`src/design/lsrt_pkg.sv`:
```
// ----------------------------------------------------------------------------
// lsrt_pkg
// Shared types and constants of the link state route table.
// ----------------------------------------------------------------------------
package lsrt_pkg;

    // Mesh size and address widths
    localparam int MESH_SIZE  = 16;
    localparam int NODE_W     = $clog2(MESH_SIZE);
    localparam int PHYS_WIDTH = 8;
    localparam int CNT_W      = NODE_W + 1;

    // Distance that marks an unreached node, and the sequence window
    localparam logic [7:0] HOP_INF    = 8'd255;
    localparam logic [7:0] SEQ_WINDOW = 8'd128;

    // Actions carried on the input stream
    localparam logic [2:0] ACT_TICK  = 3'd0;
    localparam logic [2:0] ACT_LSE   = 3'd1;
    localparam logic [2:0] ACT_PING  = 3'd2;
    localparam logic [2:0] ACT_HOPQ  = 3'd3;
    localparam logic [2:0] ACT_ONQ   = 3'd4;
    localparam logic [2:0] ACT_NBQ   = 3'd5;

    // Configuration register indexes
    localparam logic [1:0] REG_OWN_ADDRESS = 2'd0;
    localparam logic [1:0] REG_LS_LIFETIME = 2'd1;
    localparam logic [1:0] REG_NB_LIFETIME = 2'd2;
    localparam logic [1:0] REG_PERIOD      = 2'd3;

    // Reset values of the configuration registers
    localparam logic [7:0] LS_LIFETIME_RST = 8'd60;
    localparam logic [7:0] NB_LIFETIME_RST = 8'd60;
    localparam logic [7:0] PERIOD_RST      = 8'd10;

    // One link state entry
    typedef struct packed {
        logic [MESH_SIZE-1:0]  links;
        logic [7:0]            seq;
        logic [7:0]            life;
    } link_entry_t;

    // One neighbour link entry
    typedef struct packed {
        logic [PHYS_WIDTH-1:0] phys;
        logic [7:0]            ttl;
    } neigh_entry_t;

endpackage

```
`src/design/lsrt_ram.sv`:
```
// ----------------------------------------------------------------------------
// lsrt_ram
// Generic simple dual-port RAM with one write port and a registered read.
// ----------------------------------------------------------------------------
module lsrt_ram #(
    parameter int WIDTH = 8,
    parameter int DEPTH = 16
) (
    input  logic                     clk,
    input  logic                     we,
    input  logic [$clog2(DEPTH)-1:0] waddr,
    input  logic [WIDTH-1:0]         wdata,
    input  logic [$clog2(DEPTH)-1:0] raddr,
    output logic [WIDTH-1:0]         rdata
);

    logic [WIDTH-1:0] mem [DEPTH];

    // Write port and registered read port
    always_ff @(posedge clk)
    begin
        if (we)
        begin
            mem[waddr] <= wdata;
        end
        rdata <= mem[raddr];
    end

endmodule

```
`src/design/link_state_route_table_unit.sv`:
```
// ----------------------------------------------------------------------------
// link_state_route_table_unit
// Next-hop routing table for a mesh, with link state aging and route search.
// ----------------------------------------------------------------------------
// One transaction is handled at a time by a sequencer around two RAMs (link
// states and neighbour links, 16 entries each, one read and one write per
// cycle). Neighbour queries sweep the neighbour RAM, and a tick sweeps both
// RAMs; when the tick also recomputes routes, each settled node takes one RAM
// read, one relax and a minimum scan over all 16 entries, and a traceback
// then finds the first hop of every node. A finished result waits in an
// output register, and the next transaction is taken while it waits.
module link_state_route_table_unit (
    input  logic        clk,
    input  logic        rst_n,
    // Input stream; s_tdata from bit 0: elapsed_seconds, node_address,
    // sequence_value, listed_address, list_empty, phys_address, zero fill
    input  logic        s_tvalid,
    output logic        s_tready,
    input  logic [47:0] s_tdata,
    // s_tuser: action
    input  logic [2:0]  s_tuser,
    input  logic        s_tlast,
    // Result stream; m_tdata from bit 0: accepted, hop address, route_resolved,
    // answer, announce, recalculated, zero fill
    output logic        m_tvalid,
    input  logic        m_tready,
    output logic [15:0] m_tdata,
    // Configuration write channel
    input  logic        cfg_valid,
    output logic        cfg_ready,
    input  logic [1:0]  cfg_index,
    input  logic [7:0]  cfg_data
);
    import lsrt_pkg::*;

    // Sequencer states
    localparam logic [4:0] S_IDLE   = 5'd0;
    localparam logic [4:0] S_T_RD   = 5'd1;
    localparam logic [4:0] S_T_WR   = 5'd2;
    localparam logic [4:0] S_ME_RD  = 5'd3;
    localparam logic [4:0] S_ME_WR  = 5'd4;
    localparam logic [4:0] S_PER    = 5'd5;
    localparam logic [4:0] S_D_RD   = 5'd6;
    localparam logic [4:0] S_D_REL  = 5'd7;
    localparam logic [4:0] S_D_SCAN = 5'd8;
    localparam logic [4:0] S_B_INIT = 5'd9;
    localparam logic [4:0] S_B_WALK = 5'd10;
    localparam logic [4:0] S_B_HOP  = 5'd11;
    localparam logic [4:0] S_P_CHK  = 5'd12;
    localparam logic [4:0] S_G_WR   = 5'd13;
    localparam logic [4:0] S_Q_ON   = 5'd14;
    localparam logic [4:0] S_N_RD   = 5'd15;
    localparam logic [4:0] S_N_CHK  = 5'd16;
    localparam logic [4:0] S_FIN    = 5'd17;

    localparam logic [NODE_W-1:0] LAST_IDX = NODE_W'(MESH_SIZE - 1);

    // Configuration registers
    logic [NODE_W-1:0] own_reg;
    logic [7:0]        ls_life_reg, nb_life_reg, period_reg;

    // Control registers
    logic [4:0]        state_reg, state_next;
    logic [NODE_W-1:0] idx_reg, idx_next;
    logic [NODE_W-1:0] walk_reg, walk_next;
    logic [CNT_W-1:0]  steps_reg, steps_next;
    logic [NODE_W-1:0] cur_reg, cur_next;
    logic [NODE_W-1:0] bidx_reg, bidx_next;
    logic [7:0]        cd_reg, cd_next;
    logic [7:0]        best_reg, best_next;
    logic [MESH_SIZE-1:0] pend_reg, pend_next;
    logic [MESH_SIZE-1:0] clr_reg, clr_next;
    logic [MESH_SIZE-1:0] lvalid_reg, lvalid_next;
    logic [MESH_SIZE-1:0] nvalid_reg, nvalid_next;
    logic [MESH_SIZE-1:0] done_reg, done_next;
    logic [MESH_SIZE-1:0] hopv_reg, hopv_next;
    logic              dirty_reg, dirty_next;
    logic [7:0]        pcount_reg, pcount_next;
    logic              lq_v_reg, nq_v_reg;
    logic              out_valid_reg, out_valid_next;

    // Payload registers
    logic [7:0]            el_reg, el_next;
    logic [7:0]            node_reg, node_next;
    logic [7:0]            seq_reg, seq_next;
    logic [PHYS_WIDTH-1:0] phys_reg, phys_next;
    logic [MESH_SIZE-1:0]  links_reg, links_next;
    logic [7:0]            dist_reg [MESH_SIZE];
    logic [7:0]            dist_next [MESH_SIZE];
    logic [NODE_W-1:0]     prev_reg [MESH_SIZE];
    logic [NODE_W-1:0]     prev_next [MESH_SIZE];
    logic [PHYS_WIDTH-1:0] hop_reg [MESH_SIZE];
    logic [PHYS_WIDTH-1:0] hop_next [MESH_SIZE];
    logic                  r_acc_reg, r_acc_next;
    logic                  r_res_reg, r_res_next;
    logic                  r_ans_reg, r_ans_next;
    logic                  r_ann_reg, r_ann_next;
    logic                  r_rec_reg, r_rec_next;
    logic [PHYS_WIDTH-1:0] r_hop_reg, r_hop_next;
    logic [15:0]           out_data_reg, out_data_next;

    // RAM ports
    logic              ln_we, nb_we;
    logic [NODE_W-1:0] ln_waddr, ln_raddr, nb_waddr, nb_raddr;
    link_entry_t       ln_wdata, ln_rdata, lq;
    neigh_entry_t      nb_wdata, nb_rdata, nq;

    // Input fields
    logic [7:0]            in_el, in_node, in_seq, in_listed;
    logic                  in_empty;
    logic [PHYS_WIDTH-1:0] in_phys;

    assign in_el     = s_tdata[7:0];
    assign in_node   = s_tdata[15:8];
    assign in_seq    = s_tdata[23:16];
    assign in_listed = s_tdata[31:24];
    assign in_empty  = s_tdata[32];
    assign in_phys   = s_tdata[33 +: PHYS_WIDTH];

    assign s_tready  = (state_reg == S_IDLE);
    assign cfg_ready = 1'b1;
    assign m_tvalid  = out_valid_reg;
    assign m_tdata   = out_data_reg;

    // An entry never written reads as its reset value of zero
    assign lq = lq_v_reg ? ln_rdata : '0;
    assign nq = nq_v_reg ? nb_rdata : '0;

    lsrt_ram #(.WIDTH($bits(link_entry_t)), .DEPTH(MESH_SIZE)) u_link_ram (
        .clk   (clk),
        .we    (ln_we),
        .waddr (ln_waddr),
        .wdata (ln_wdata),
        .raddr (ln_raddr),
        .rdata (ln_rdata)
    );

    lsrt_ram #(.WIDTH($bits(neigh_entry_t)), .DEPTH(MESH_SIZE)) u_neigh_ram (
        .clk   (clk),
        .we    (nb_we),
        .waddr (nb_waddr),
        .wdata (nb_wdata),
        .raddr (nb_raddr),
        .rdata (nb_rdata)
    );

    // Sequencer and datapath next-state logic
    always_comb
    begin
        logic [MESH_SIZE-1:0]  pm;
        logic [8:0]            sum;
        logic [8:0]            sum2;
        logic [7:0]            diff;
        logic                  ok;
        logic                  lnk;
        logic                  cand;
        logic [7:0]            nbest;
        logic [NODE_W-1:0]     ncur;
        link_entry_t           lw;
        neigh_entry_t          nw;

        pm    = '0;
        sum   = '0;
        sum2  = '0;
        diff  = '0;
        ok    = 1'b0;
        lnk   = 1'b0;
        cand  = 1'b0;
        nbest = '0;
        ncur  = '0;
        lw    = lq;
        nw    = nq;

        state_next     = state_reg;
        idx_next       = idx_reg;
        walk_next      = walk_reg;
        steps_next     = steps_reg;
        cur_next       = cur_reg;
        bidx_next      = bidx_reg;
        cd_next        = cd_reg;
        best_next      = best_reg;
        pend_next      = pend_reg;
        clr_next       = clr_reg;
        lvalid_next    = lvalid_reg;
        nvalid_next    = nvalid_reg;
        done_next      = done_reg;
        hopv_next      = hopv_reg;
        dirty_next     = dirty_reg;
        pcount_next    = pcount_reg;
        el_next        = el_reg;
        node_next      = node_reg;
        seq_next       = seq_reg;
        phys_next      = phys_reg;
        links_next     = links_reg;
        dist_next      = dist_reg;
        prev_next      = prev_reg;
        hop_next       = hop_reg;
        r_acc_next     = r_acc_reg;
        r_res_next     = r_res_reg;
        r_ans_next     = r_ans_reg;
        r_ann_next     = r_ann_reg;
        r_rec_next     = r_rec_reg;
        r_hop_next     = r_hop_reg;
        out_data_next  = out_data_reg;
        out_valid_next = out_valid_reg && !m_tready;

        ln_we    = 1'b0;
        ln_waddr = '0;
        ln_wdata = lq;
        ln_raddr = '0;
        nb_we    = 1'b0;
        nb_waddr = '0;
        nb_wdata = nq;
        nb_raddr = '0;

        unique case (state_reg)
            S_IDLE:
            begin
                if (s_tvalid)
                begin
                    el_next    = in_el;
                    node_next  = in_node;
                    seq_next   = in_seq;
                    phys_next  = in_phys;
                    r_acc_next = 1'b0;
                    r_res_next = 1'b0;
                    r_ans_next = 1'b0;
                    r_ann_next = 1'b0;
                    r_rec_next = 1'b0;
                    r_hop_next = '0;
                    state_next = S_FIN;
                    unique case (s_tuser)
                        ACT_TICK:
                        begin
                            idx_next   = '0;
                            clr_next   = '0;
                            state_next = S_T_RD;
                        end
                        ACT_LSE:
                        begin
                            pm = pend_reg;
                            if (!in_empty && in_listed[7:NODE_W] == '0)
                            begin
                                pm = pm | (MESH_SIZE'(1) << in_listed[NODE_W-1:0]);
                            end
                            if (s_tlast)
                            begin
                                pend_next  = '0;
                                links_next = pm;
                                if (in_node[7:NODE_W] == '0 &&
                                    in_node[NODE_W-1:0] != own_reg)
                                begin
                                    ln_raddr   = in_node[NODE_W-1:0];
                                    state_next = S_P_CHK;
                                end
                            end
                            else
                            begin
                                pend_next = pm;
                            end
                        end
                        ACT_PING:
                        begin
                            if (in_node[7:NODE_W] == '0)
                            begin
                                nb_we    = 1'b1;
                                nb_waddr = in_node[NODE_W-1:0];
                                nb_wdata = '{phys: in_phys, ttl: nb_life_reg};
                                nvalid_next[in_node[NODE_W-1:0]] = 1'b1;
                                ln_raddr   = own_reg;
                                state_next = S_G_WR;
                            end
                        end
                        ACT_HOPQ:
                        begin
                            if (in_node[7:NODE_W] == '0 && hopv_reg[in_node[NODE_W-1:0]])
                            begin
                                r_hop_next = hop_reg[in_node[NODE_W-1:0]];
                                r_res_next = 1'b1;
                            end
                        end
                        ACT_ONQ:
                        begin
                            if (in_node[7:NODE_W] == '0)
                            begin
                                if (in_node[NODE_W-1:0] == own_reg)
                                begin
                                    r_ans_next = 1'b1;
                                end
                                else
                                begin
                                    ln_raddr   = in_node[NODE_W-1:0];
                                    state_next = S_Q_ON;
                                end
                            end
                        end
                        ACT_NBQ:
                        begin
                            idx_next   = '0;
                            state_next = S_N_RD;
                        end
                        default:
                        begin
                            state_next = S_FIN;
                        end
                    endcase
                end
            end

            // Aging sweep over both RAMs
            S_T_RD:
            begin
                ln_raddr   = idx_reg;
                nb_raddr   = idx_reg;
                state_next = S_T_WR;
            end
            S_T_WR:
            begin
                if (lq.life > el_reg)
                begin
                    lw.life = lq.life - el_reg;
                end
                else if (lq.life != '0)
                begin
                    lw.life    = '0;
                    dirty_next = 1'b1;
                end
                if (nq.ttl > el_reg)
                begin
                    nw.ttl = nq.ttl - el_reg;
                end
                else if (nq.ttl != '0)
                begin
                    nw.ttl            = '0;
                    clr_next[idx_reg] = 1'b1;
                    dirty_next        = 1'b1;
                end
                ln_we    = 1'b1;
                ln_waddr = idx_reg;
                ln_wdata = lw;
                nb_we    = 1'b1;
                nb_waddr = idx_reg;
                nb_wdata = nw;
                lvalid_next[idx_reg] = 1'b1;
                nvalid_next[idx_reg] = 1'b1;
                if (idx_reg == LAST_IDX)
                begin
                    state_next = S_ME_RD;
                end
                else
                begin
                    idx_next   = idx_reg + 1'b1;
                    state_next = S_T_RD;
                end
            end

            // Drop expired neighbours from the own link mask
            S_ME_RD:
            begin
                ln_raddr   = own_reg;
                state_next = S_ME_WR;
            end
            S_ME_WR:
            begin
                lw.links = lq.links & ~clr_reg;
                ln_we    = 1'b1;
                ln_waddr = own_reg;
                ln_wdata = lw;
                lvalid_next[own_reg] = 1'b1;
                state_next = S_PER;
            end

            // Announce period and route recalculation start
            S_PER:
            begin
                sum  = {1'b0, pcount_reg} + {1'b0, el_reg};
                sum2 = sum;
                state_next = S_FIN;
                if (sum >= {1'b0, period_reg})
                begin
                    sum2       = sum - {1'b0, period_reg};
                    r_ann_next = 1'b1;
                    if (dirty_reg)
                    begin
                        r_rec_next = 1'b1;
                        for (int n = 0; n < MESH_SIZE; n++)
                        begin
                            dist_next[n] = HOP_INF;
                            prev_next[n] = own_reg;
                        end
                        dist_next[own_reg] = '0;
                        done_next  = '0;
                        cur_next   = own_reg;
                        cd_next    = '0;
                        state_next = S_D_RD;
                    end
                end
                pcount_next = sum2[8] ? 8'd255 : sum2[7:0];
            end

            // Settle the current node and fetch its links
            S_D_RD:
            begin
                ln_raddr           = cur_reg;
                done_next[cur_reg] = 1'b1;
                state_next         = S_D_REL;
            end
            S_D_REL:
            begin
                lnk = (lq.life != '0) || (cur_reg == own_reg);
                for (int b = 0; b < MESH_SIZE; b++)
                begin
                    if (lnk && lq.links[b] && (cd_reg + 8'd1 < dist_reg[b]))
                    begin
                        dist_next[b] = cd_reg + 8'd1;
                        prev_next[b] = cur_reg;
                    end
                end
                best_next  = HOP_INF;
                bidx_next  = '0;
                idx_next   = '0;
                state_next = S_D_SCAN;
            end

            // Scan for the nearest unsettled node, one per cycle
            S_D_SCAN:
            begin
                cand  = !done_reg[idx_reg] && (dist_reg[idx_reg] < best_reg);
                nbest = cand ? dist_reg[idx_reg] : best_reg;
                ncur  = cand ? idx_reg : bidx_reg;
                best_next = nbest;
                bidx_next = ncur;
                if (idx_reg == LAST_IDX)
                begin
                    idx_next = '0;
                    if (nbest == HOP_INF)
                    begin
                        state_next = S_B_INIT;
                    end
                    else
                    begin
                        cd_next    = nbest;
                        cur_next   = ncur;
                        state_next = S_D_RD;
                    end
                end
                else
                begin
                    idx_next = idx_reg + 1'b1;
                end
            end

            // Trace back the first hop of every node
            S_B_INIT:
            begin
                if (idx_reg != own_reg && done_reg[idx_reg])
                begin
                    walk_next  = idx_reg;
                    steps_next = '0;
                    state_next = S_B_WALK;
                end
                else
                begin
                    hopv_next[idx_reg] = 1'b0;
                    if (idx_reg == LAST_IDX)
                    begin
                        state_next = S_FIN;
                    end
                    else
                    begin
                        idx_next = idx_reg + 1'b1;
                    end
                end
            end
            S_B_WALK:
            begin
                if (steps_reg < CNT_W'(MESH_SIZE) && prev_reg[walk_reg] != own_reg)
                begin
                    walk_next  = prev_reg[walk_reg];
                    steps_next = steps_reg + 1'b1;
                end
                else
                begin
                    nb_raddr   = walk_reg;
                    state_next = S_B_HOP;
                end
            end
            S_B_HOP:
            begin
                hop_next[idx_reg]  = nq.phys;
                hopv_next[idx_reg] = 1'b1;
                if (idx_reg == LAST_IDX)
                begin
                    state_next = S_FIN;
                end
                else
                begin
                    idx_next   = idx_reg + 1'b1;
                    state_next = S_B_INIT;
                end
            end

            // Link state packet check and commit
            S_P_CHK:
            begin
                ok   = 1'b1;
                diff = seq_reg - lq.seq;
                if (lq.life != '0 && (diff == '0 || diff > SEQ_WINDOW))
                begin
                    ok = 1'b0;
                end
                if (ok)
                begin
                    lw.life  = ls_life_reg;
                    lw.seq   = seq_reg;
                    lw.links = links_reg;
                    if (links_reg != lq.links)
                    begin
                        dirty_next = 1'b1;
                    end
                    ln_we      = 1'b1;
                    ln_waddr   = node_reg[NODE_W-1:0];
                    ln_wdata   = lw;
                    lvalid_next[node_reg[NODE_W-1:0]] = 1'b1;
                    r_acc_next = 1'b1;
                end
                state_next = S_FIN;
            end

            // Ping response adds the neighbour to the own link mask
            S_G_WR:
            begin
                lw.links = lq.links | (MESH_SIZE'(1) << node_reg[NODE_W-1:0]);
                if (lw.links != lq.links)
                begin
                    ln_we      = 1'b1;
                    ln_waddr   = own_reg;
                    ln_wdata   = lw;
                    lvalid_next[own_reg] = 1'b1;
                    dirty_next = 1'b1;
                end
                state_next = S_FIN;
            end

            S_Q_ON:
            begin
                r_ans_next = (lq.life != '0);
                state_next = S_FIN;
            end

            // Neighbour query sweep
            S_N_RD:
            begin
                nb_raddr   = idx_reg;
                state_next = S_N_CHK;
            end
            S_N_CHK:
            begin
                if (nq.phys == phys_reg && nq.ttl != '0)
                begin
                    r_ans_next = 1'b1;
                end
                if (idx_reg == LAST_IDX)
                begin
                    state_next = S_FIN;
                end
                else
                begin
                    idx_next   = idx_reg + 1'b1;
                    state_next = S_N_RD;
                end
            end

            // Hand the result to the output register
            S_FIN:
            begin
                if (!out_valid_reg || m_tready)
                begin
                    out_data_next  = {3'b000, r_rec_reg, r_ann_reg, r_ans_reg,
                                      r_res_reg, r_hop_reg, r_acc_reg};
                    out_valid_next = 1'b1;
                    state_next     = S_IDLE;
                end
            end

            default:
            begin
                state_next = S_IDLE;
            end
        endcase
    end

    // Control registers
    always_ff @(posedge clk or negedge rst_n)
    begin
        if (!rst_n)
        begin
            own_reg       <= '0;
            ls_life_reg   <= LS_LIFETIME_RST;
            nb_life_reg   <= NB_LIFETIME_RST;
            period_reg    <= PERIOD_RST;
            state_reg     <= S_IDLE;
            idx_reg       <= '0;
            walk_reg      <= '0;
            steps_reg     <= '0;
            cur_reg       <= '0;
            bidx_reg      <= '0;
            cd_reg        <= '0;
            best_reg      <= '0;
            pend_reg      <= '0;
            clr_reg       <= '0;
            lvalid_reg    <= '0;
            nvalid_reg    <= '0;
            done_reg      <= '0;
            hopv_reg      <= '0;
            dirty_reg     <= 1'b0;
            pcount_reg    <= '0;
            lq_v_reg      <= 1'b0;
            nq_v_reg      <= 1'b0;
            out_valid_reg <= 1'b0;
        end
        else
        begin
            if (cfg_valid)
            begin
                unique case (cfg_index)
                    REG_OWN_ADDRESS: own_reg     <= cfg_data[NODE_W-1:0];
                    REG_LS_LIFETIME: ls_life_reg <= cfg_data;
                    REG_NB_LIFETIME: nb_life_reg <= cfg_data;
                    REG_PERIOD:      period_reg  <= cfg_data;
                    default:         own_reg     <= own_reg;
                endcase
            end
            state_reg     <= state_next;
            idx_reg       <= idx_next;
            walk_reg      <= walk_next;
            steps_reg     <= steps_next;
            cur_reg       <= cur_next;
            bidx_reg      <= bidx_next;
            cd_reg        <= cd_next;
            best_reg      <= best_next;
            pend_reg      <= pend_next;
            clr_reg       <= clr_next;
            lvalid_reg    <= lvalid_next;
            nvalid_reg    <= nvalid_next;
            done_reg      <= done_next;
            hopv_reg      <= hopv_next;
            dirty_reg     <= dirty_next;
            pcount_reg    <= pcount_next;
            lq_v_reg      <= lvalid_reg[ln_raddr];
            nq_v_reg      <= nvalid_reg[nb_raddr];
            out_valid_reg <= out_valid_next;
        end
    end

    // Payload registers
    always_ff @(posedge clk)
    begin
        el_reg       <= el_next;
        node_reg     <= node_next;
        seq_reg      <= seq_next;
        phys_reg     <= phys_next;
        links_reg    <= links_next;
        dist_reg     <= dist_next;
        prev_reg     <= prev_next;
        hop_reg      <= hop_next;
        r_acc_reg    <= r_acc_next;
        r_res_reg    <= r_res_next;
        r_ans_reg    <= r_ans_next;
        r_ann_reg    <= r_ann_next;
        r_rec_reg    <= r_rec_next;
        r_hop_reg    <= r_hop_next;
        out_data_reg <= out_data_next;
    end

    // Once the graph is marked changed it stays marked.
    a_dirty_sticky: assert property (@(posedge clk) disable iff (!rst_n)
        dirty_reg |=> dirty_reg)
        else $error("graph changed flag cleared");

    // A recalculation is only reported together with an announcement.
    a_rec_with_ann: assert property (@(posedge clk) disable iff (!rst_n)
        (m_tvalid && m_tdata[12]) |-> m_tdata[11])
        else $error("recalculated without announce");

    // A resolved route never comes with a packet accept or an answer.
    a_res_alone: assert property (@(posedge clk) disable iff (!rst_n)
        (m_tvalid && m_tdata[9]) |-> (!m_tdata[0] && !m_tdata[10]))
        else $error("route result mixed with other results");

endmodule

```
`config.mk`:
```
export PLATFORM = sky130hd
export DESIGN_NAME = link_state_route_table_unit
export DESIGN_NICKNAME = d
export VERILOG_FILES = /design/src/design/lsrt_pkg.sv /design/src/design/lsrt_ram.sv /design/src/design/link_state_route_table_unit.sv
export SDC_FILE = /design/constraint.sdc
export NUM_CORES = 2
export LEC_CHECK = 0
export CAP_MARGIN = 20
export CORE_ASPECT_RATIO = 1.1
export CORE_MARGIN = 3
export CORE_UTILIZATION = 55
export DETAILED_ROUTE_END_ITERATION = 12
export DONT_BUFFER_PORTS = 1
export MAX_ROUTING_LAYER = met4
export PLACE_DENSITY = 0.7
export SLEW_MARGIN = 20
export SYNTH_ARGS = -nofsm -noshare
export SYNTH_HDL_FRONTEND = slang
export SYNTH_SLANG_ARGS = --single-unit
```
`constraint.sdc`:
```
create_clock -name clk -period 10.3 [get_ports clk]
set_input_delay 2.06 -clock clk [delete_from_list [all_inputs] [get_ports clk]]
set_output_delay 2.06 -clock clk [all_outputs]
set_load 0.03 [all_outputs]
```
After elaboration in Yosys (flattened, before gate mapping)
Memories as Yosys holds them, arrays and structs flattened. A register that Yosys moved wholly into a read port is not among the register bits.
Cells that the tools add are included.
{"block": "totals", "ramBits": 768, "n_memories": 2, "reg_bits": 568}
{"name": "u_link_ram.mem", "depth": 16, "width": 32, "rd": 1, "rd_clocked_by_memory_dff": 1, "write_ports": 1, "line_no": "lsrt_ram.sv:17", "source": "logic [WIDTH-1:0] mem [DEPTH];"}
{"name": "u_neigh_ram.mem", "depth": 16, "width": 16, "rd": 1, "rd_clocked_by_memory_dff": 1, "write_ports": 1, "line_no": "lsrt_ram.sv:17"}
{"block": "op_classes", "order_cmp": 40, "bitwise_logic": 19, "n_eq_ne": 72, "n_addsub": 8, "reduce_logical": 120, "muxes": 205, "n_shift": 2}
{"op": "$mux 16", "n": 18}
{"op": "$mux 128", "n": 2}
{"op": "$mux 8", "n": 32}
{"op": "$pmux 128 s2", "n": 1}
{"op": "$mux 4", "n": 43}
{"op": "$or 16x16->16", "n": 10}
{"op": "$pmux 16 s2", "n": 5}
{"op": "$lt 8x8->1", "n": 17}
{"op": "$bwmux 128", "n": 1}
{"op": "$mux 64", "n": 2}
{"op": "$not 128->128", "n": 1}
{"op": "$pmux 32 s4", "n": 1}
{"op": "$pmux 64 s2", "n": 1}
{"op": "$mux 32", "n": 3}
{"op": "$mux 5", "n": 17}
{"op": "$reduce_and 4->1", "n": 21}
{"op": "$pmux 5 s16", "n": 1}
{"op": "$ne 2x2->1 const B", "n": 33}
{"op": "$bmux 8 s4", "n": 2}
{"op": "$demux 8 s4", "n": 2}
{"op": "$pmux 16 s4", "n": 1}
{"op": "$logic_and 1x1->1", "n": 48}
{"op": "$eq 5x4->1 const B", "n": 8}
{"op": "$mux 1", "n": 40}
{"op": "other kinds (66)", "n": 156}

Depth between registers and ports, before layout
{"block": "depth", "word_depth": 11, "depth_mapped": 19}

By module
Synthesis repeated with hierarchy kept, for this count alone.
{"block": "unflattened", "hier_cells": 4042, "area_unflattened_um2": 61206.2}
{"mod": "link_state_route_table_unit", "instances": 1, "cells_each": 2772, "area_per_inst_um2": 31327.5}
{"mod": "lsrt_ram at u_link_ram", "instances": 1, "cells_each": 838, "area_per_inst_um2": 19835.3}
{"mod": "lsrt_ram at u_neigh_ram", "instances": 1, "cells_each": 432, "area_per_inst_um2": 10043.4}

Worst setup path before layout
OpenSTA, ideal clock, no wires.
{"block": "synth_timing", "kind": "reg-to-reg", "start": "register lq_v_reg", "end": "memory u_link_ram.mem[8][0] (netlist bit) (enable)", "arrival_time_ns": 6.424, "synth_period_minus_slack_ns": 6.885, "path_stages_with_launch": 19, "slack_ns": 3.415, "path_buffers": 6, "setup_time_ns": 0.461, "path_cell_list": "dfrtp_1 -> clkbuf_1 -> clkbuf_1 -> clkbuf_1 -> clkbuf_1 -> nand2_1 -> ha_1 -> nor2b_1 -> o211ai_1 -> o2111ai_1 -> a2111oi_0 -> a221oi_1 -> o211a_1 -> o21ai_1 -> and2_1 -> clkbuf_1 -> nor3_2 -> clkbuf_1 -> nor3_1"}
{"block": "synth_via", "elab_chain_len": 11, "elab_cells_between_ends": 19}
{"element": "from (decl)", "line_no": "link_state_route_table_unit.sv:79", "source": "logic lq_v_reg, nq_v_reg;"}
{"element": "from (signal assigned)", "line_no": "link_state_route_table_unit.sv:650", "source": "lq_v_reg <= lvalid_reg[ln_raddr];"}
{"element": "$mux 32 *", "line_no": "link_state_route_table_unit.sv:126", "source": "assign lq = lq_v_reg ? ln_rdata : '0;"}
{"element": "$sub 8x8->8", "line_no": "link_state_route_table_unit.sv:507", "source": "diff = seq_reg - lq.seq;"}
{"element": "$gt 8x8->1 / $logic_not 8->1 (equally long branches)", "line_no": "link_state_route_table_unit.sv:508", "source": "if (lq.life != '0 && (diff == '0 || diff > SEQ_WINDOW))"}
{"element": "$logic_or 1x1->1", "line_no": "link_state_route_table_unit.sv:508"}
{"element": "$logic_and 1x1->1", "line_no": "link_state_route_table_unit.sv:508"}
{"element": "$mux 1", "line_no": "link_state_route_table_unit.sv:508"}
{"element": "$mux 1", "line_no": "link_state_route_table_unit.sv:216", "source": "unique case (state_reg)"}
{"element": "$mux 1", "line_no": "link_state_route_table_unit.sv:512", "source": "if (ok)"}
{"element": "$pmux 1 s3", "line_no": "link_state_route_table_unit.sv:216"}
{"element": "$mux 1", "line_no": "lsrt_ram.sv:22", "source": "if (we)"}
{"element": "$mux 1 (not written as such)", "line_no": "lsrt_ram.sv:24", "source": "mem[waddr] <= wdata;"}
{"element": "to (decl)", "line_no": "lsrt_ram.sv:17"}
Mark *: on every way between the ends. The rest lies on a longest branch, timed or not. The select of a mux whose other input is x is not followed.

Final worst setup path
{"block": "layout_timing", "start": "register walk_reg[0]", "end": "register u_neigh_ram.rdata[15] (read register of u_neigh_ram.mem)"}
{"block": "layout_via", "elab_chain_len": 8}
{"element": "from (decl)", "line_no": "link_state_route_table_unit.sv:65", "source": "logic [NODE_W-1:0] walk_reg, walk_next;"}
{"element": "from (signal assigned)", "line_no": "link_state_route_table_unit.sv:636", "source": "walk_reg <= walk_next;"}
{"element": "$not 4->5 (not written as such)", "line_no": "link_state_route_table_unit.sv:477", "source": "if (steps_reg < CNT_W'(MESH_SIZE) && prev_reg[walk_reg] != own_reg)"}
{"element": "$bmux 4 s4", "line_no": "link_state_route_table_unit.sv:477"}
{"element": "$mux 4 (not written as such) (2 in series)", "line_no": "link_state_route_table_unit.sv:477"}
{"element": "$ne 4x4->1", "line_no": "link_state_route_table_unit.sv:477"}
{"element": "$logic_and 1x1->1", "line_no": "link_state_route_table_unit.sv:477"}
{"element": "$mux 4 *", "line_no": "link_state_route_table_unit.sv:477"}
{"element": "$pmux 4 s2 *", "line_no": "link_state_route_table_unit.sv:216"}
{"element": "to (decl)", "line_no": "lsrt_ram.sv:14", "source": "output logic [WIDTH-1:0] rdata"}
Marked as above.
A chain may end at the register's enable or synchronous reset.

==> results.tsv <==
stage	metric	value	unit
run_status	status	finished, final reports clean	
route	Via density	6.33	
clock_network	H-Tree Depth	4	
yosys	most common cell in the netlist	edfxtp_1	
timing	endpoints failing setup	0	
placed_design	Placed Instance Area	64700	sq um
grt	first-pass GRT wire length	245000	um
power_and_ir_drop	P_leak	0.0249	uW
clock_network	clk buf depth	3	
yosys	Yosys cell types	87	
yosys	synth warn	0	
clock_network	hold buffers post-CTS	0	
floorplan	die width	328	um
timing	crit share post-route	0.571	
route	WL final	162000	um
timing	worst-margin pin slew	1.09	ns
clock_network	CTS clk-pin slew, worst paths	0.06	ns
yosys	post-synth top area share	0.555	
timing	Max transition margin	0.253	
layout	area added between synthesis and finish	10.9	%
layout	share of cells above drive strength 1	0.119	
grt	largest net degree at the start of global routing	179	
clock_network	Num CTS Buffers	141	
route	remaining antenna violation count	0	
flow_run	Max Cap Violations	0	
setup_path	slowest cell on the critical path	dfrtp_1	
power_and_ir_drop	VDD IR max	0.000193	V
clock_network	TritonCTS clock tree	yes	
route	drt first pass iters	7	
floorplan	Die Y	360	um
yosys	Area contributors post-synth	edfxtp_1, dfrtp_1, nand2_1, mux4_2, a211oi_1	
clock_network	TritonCTS Sinks	1384	
setup_path	CP bufs+invs	2	
clock_network	clk_lat worst skew	0.78	ns
hold_path	Hold Path Class	reg -> reg	
yosys	Post-Syn Instances	4873	
layout	max reg flops	512	
clock_network	Setup Buffers After CTS	0	
timing	final hold vios	0	
power_and_ir_drop	power density of the placed cells	252	nW/um^2
setup_path	Crit Path Class	reg -> reg	
route	1st-iter DRT viols	4346	
yosys	EDFF count, synth	1158	
setup_path	peak fanout along the critical path	78	
layout	post-route cell area	69500	sq um
setup_path	Top Family by Delay on Critical Path	simple AND/OR/NAND/NOR gates	
floorplan	I/O pin count	86	
grt	vias in the first global route	40000	
placed_design	port buffer count	0	
setup_path	CP Data Arrival Time	6.52	ns
setup_path	crit-path cells	buf_4 > mux4_2 > mux4_2 > xnor2_1 > o221a_2 > o211ai_4 > and2_4 > buf_4 > a311oi_1 > or4_1	
placed_design	GP Congestion	0.944	
floorplan	Core ar.	113000	sq um
setup_path	CP Data Required Time	10.93	ns
layout	Regs by FF count	u_link_ram.mem: 512 flops, u_neigh_ram.mem: 256 flops	
grt	initial antenna violation count	3	
timing	Max Freq	170	MHz
yosys	post-synthesis sequential area ratio	0.642	
floorplan	Cell Rows	129	
layout	final net count	5096	
timing	final worst path period need	5.89	ns
placed_design	Post-DP HPWL	98500	um
timing	final setup TNS	0	ns
clock_network	post-cts resize count	0	
layout	Biggest register	u_link_ram.mem	
yosys	asr flop ratio synth	0.129	
yosys	Post-Syn Area per Cell	12.9	sq um
yosys	largest area contributor in the netlist	edfxtp_1	
yosys	ys flop type	edfxtp_1	
setup_path	CP endpoint kind	register	
setup_path	slowest stage delay, CP	0.82	ns
timing	Final Max Tran Viols	0	
yosys	Synth Register Bits	1384	
timing	unrepaired setup endpoints after global routing	no	
clock_network	root buf cell	clkbuf_16	
yosys	Synth top cells by count	edfxtp_1, nand2_1, a211oi_1	
yosys	cell area after synthesis	62600	sq um
grt	GR Overflow Total	0	
floorplan	DIE AREA	118000	sq um
route	routed len/inst	25.0	um
grt	total global-route track usage	0.282	
route	drt drc	0	
route	DR vias	41100	
setup_path	crit start category	register	
floorplan	starting density of the core	0.556	
timing	clk_skew	0.0274	ns
[cells by family (layout without fill, tap and decap cells)]
kind of cell / count (synthesis) / after routing / synth area share
adder cells (fa/ha/maj): 170 / 170 / 0.0344
flip-flops: 1384 / 1384 / 0.642
AO/OA/AOI/OAI: 1207 / 1207 / 0.133
multiplexers: 171 / 171 / 0.0478
buffers and inverters: 500 / 600 / 0.0316
AND/OR/NAND/NOR: 1379 / 1379 / 0.103
other: 2 / 15 / 0.000120
XOR/XNOR: 60 / 60 / 0.00839
[cell usage in the layout (no fill, tap or decap), drive strengths merged, types with 99 or more instances in the layout]
master  netlist  final
edfxtp     1158   1158
nand2       693    693
a211oi      298    298
a21oi       219    219
inv         197    204
o21ai       199    199
nor2        187    187
clkbuf      224    183
dfrtp       168    168
ha          166    166
and2        161    161
buf          75    140
a311oi      119    119
mux4         99     99
[power breakdown]
part	internal [uW]	switching, uW
Sequential	7230	388
Clock	3020	2160
Combinational	1580	3110
Total	11800	5660
[final cells by class]
class                           instances  area, sq um
Antenna cell                           11         27.5
Clock buffer                          183         3910
Clock inverter                         76          805
Fill cell                            8572        43200
Inverter                              201          754
Multi-Input combinational cell       2991        20800
Sequential cell                      1384        40200
Tap cell                             1506         1880
Timing Repair Buffer                  140         1080
[per-layer routing]
metal  wire length [um]  vias to the layer above  share of wire  track usage
met5                  0                        -              0            -
met4               6410                        0          0.040        0.110
met3              13400                      401          0.082       0.0540
met2              77800                     1795           0.48        0.441
met1              64600                    20500           0.40        0.368
li1                   -                    18400              -            -
[through the flow]
step | utilization | total power [uW] | cells | hold WS (ns) | worst slack (ns)
finish | 0.617 | 17500 | 6492 | 0.418 | 4.41
global route | 0.617 | 18300 | 6492 | 0.430 | 4.13
CTS | 0.616 | 17500 | 6481 | 0.418 | 4.43
detailed placement | 0.574 | 12300 | 6222 | 0.405 | 4.12
global placement | 0.574 | 12200 | 6220 | 0.401 | 4.19
floorplan | - | 10800 | 4875 | 0.400 | 3.41
[worst register-to-register path: stages, from the launching register on]
cell,delay (ns)
dfrtp_1,0.82
buf_4,0.40
mux4_2,0.55
mux4_2,0.53
xnor2_1,0.18
o221a_2,0.20
o211ai_4,0.61
and2_4,0.71
buf_4,0.87
a311oi_1,0.32
or4_1,0.56
[final timing paths]
check	start	to	slack (ns)	cells after the start
worst max register to register	walk_reg[0]	u_neigh_ram.rdata[15]	4.41	10
worst min-delay path	r_res_reg	m_tdata[9]	0.42	0
worst max-delay path	walk_reg[0]	u_neigh_ram.rdata[15]	4.41	10
min in group asynchronous	rst_n	walk_reg[3]	0.97	0
worst min register to register	r_res_reg	m_tdata[9]	0.42	0
max in group asynchronous	rst_n	period_reg[1]	8.99	0
(Power assumes the default switching activity.)
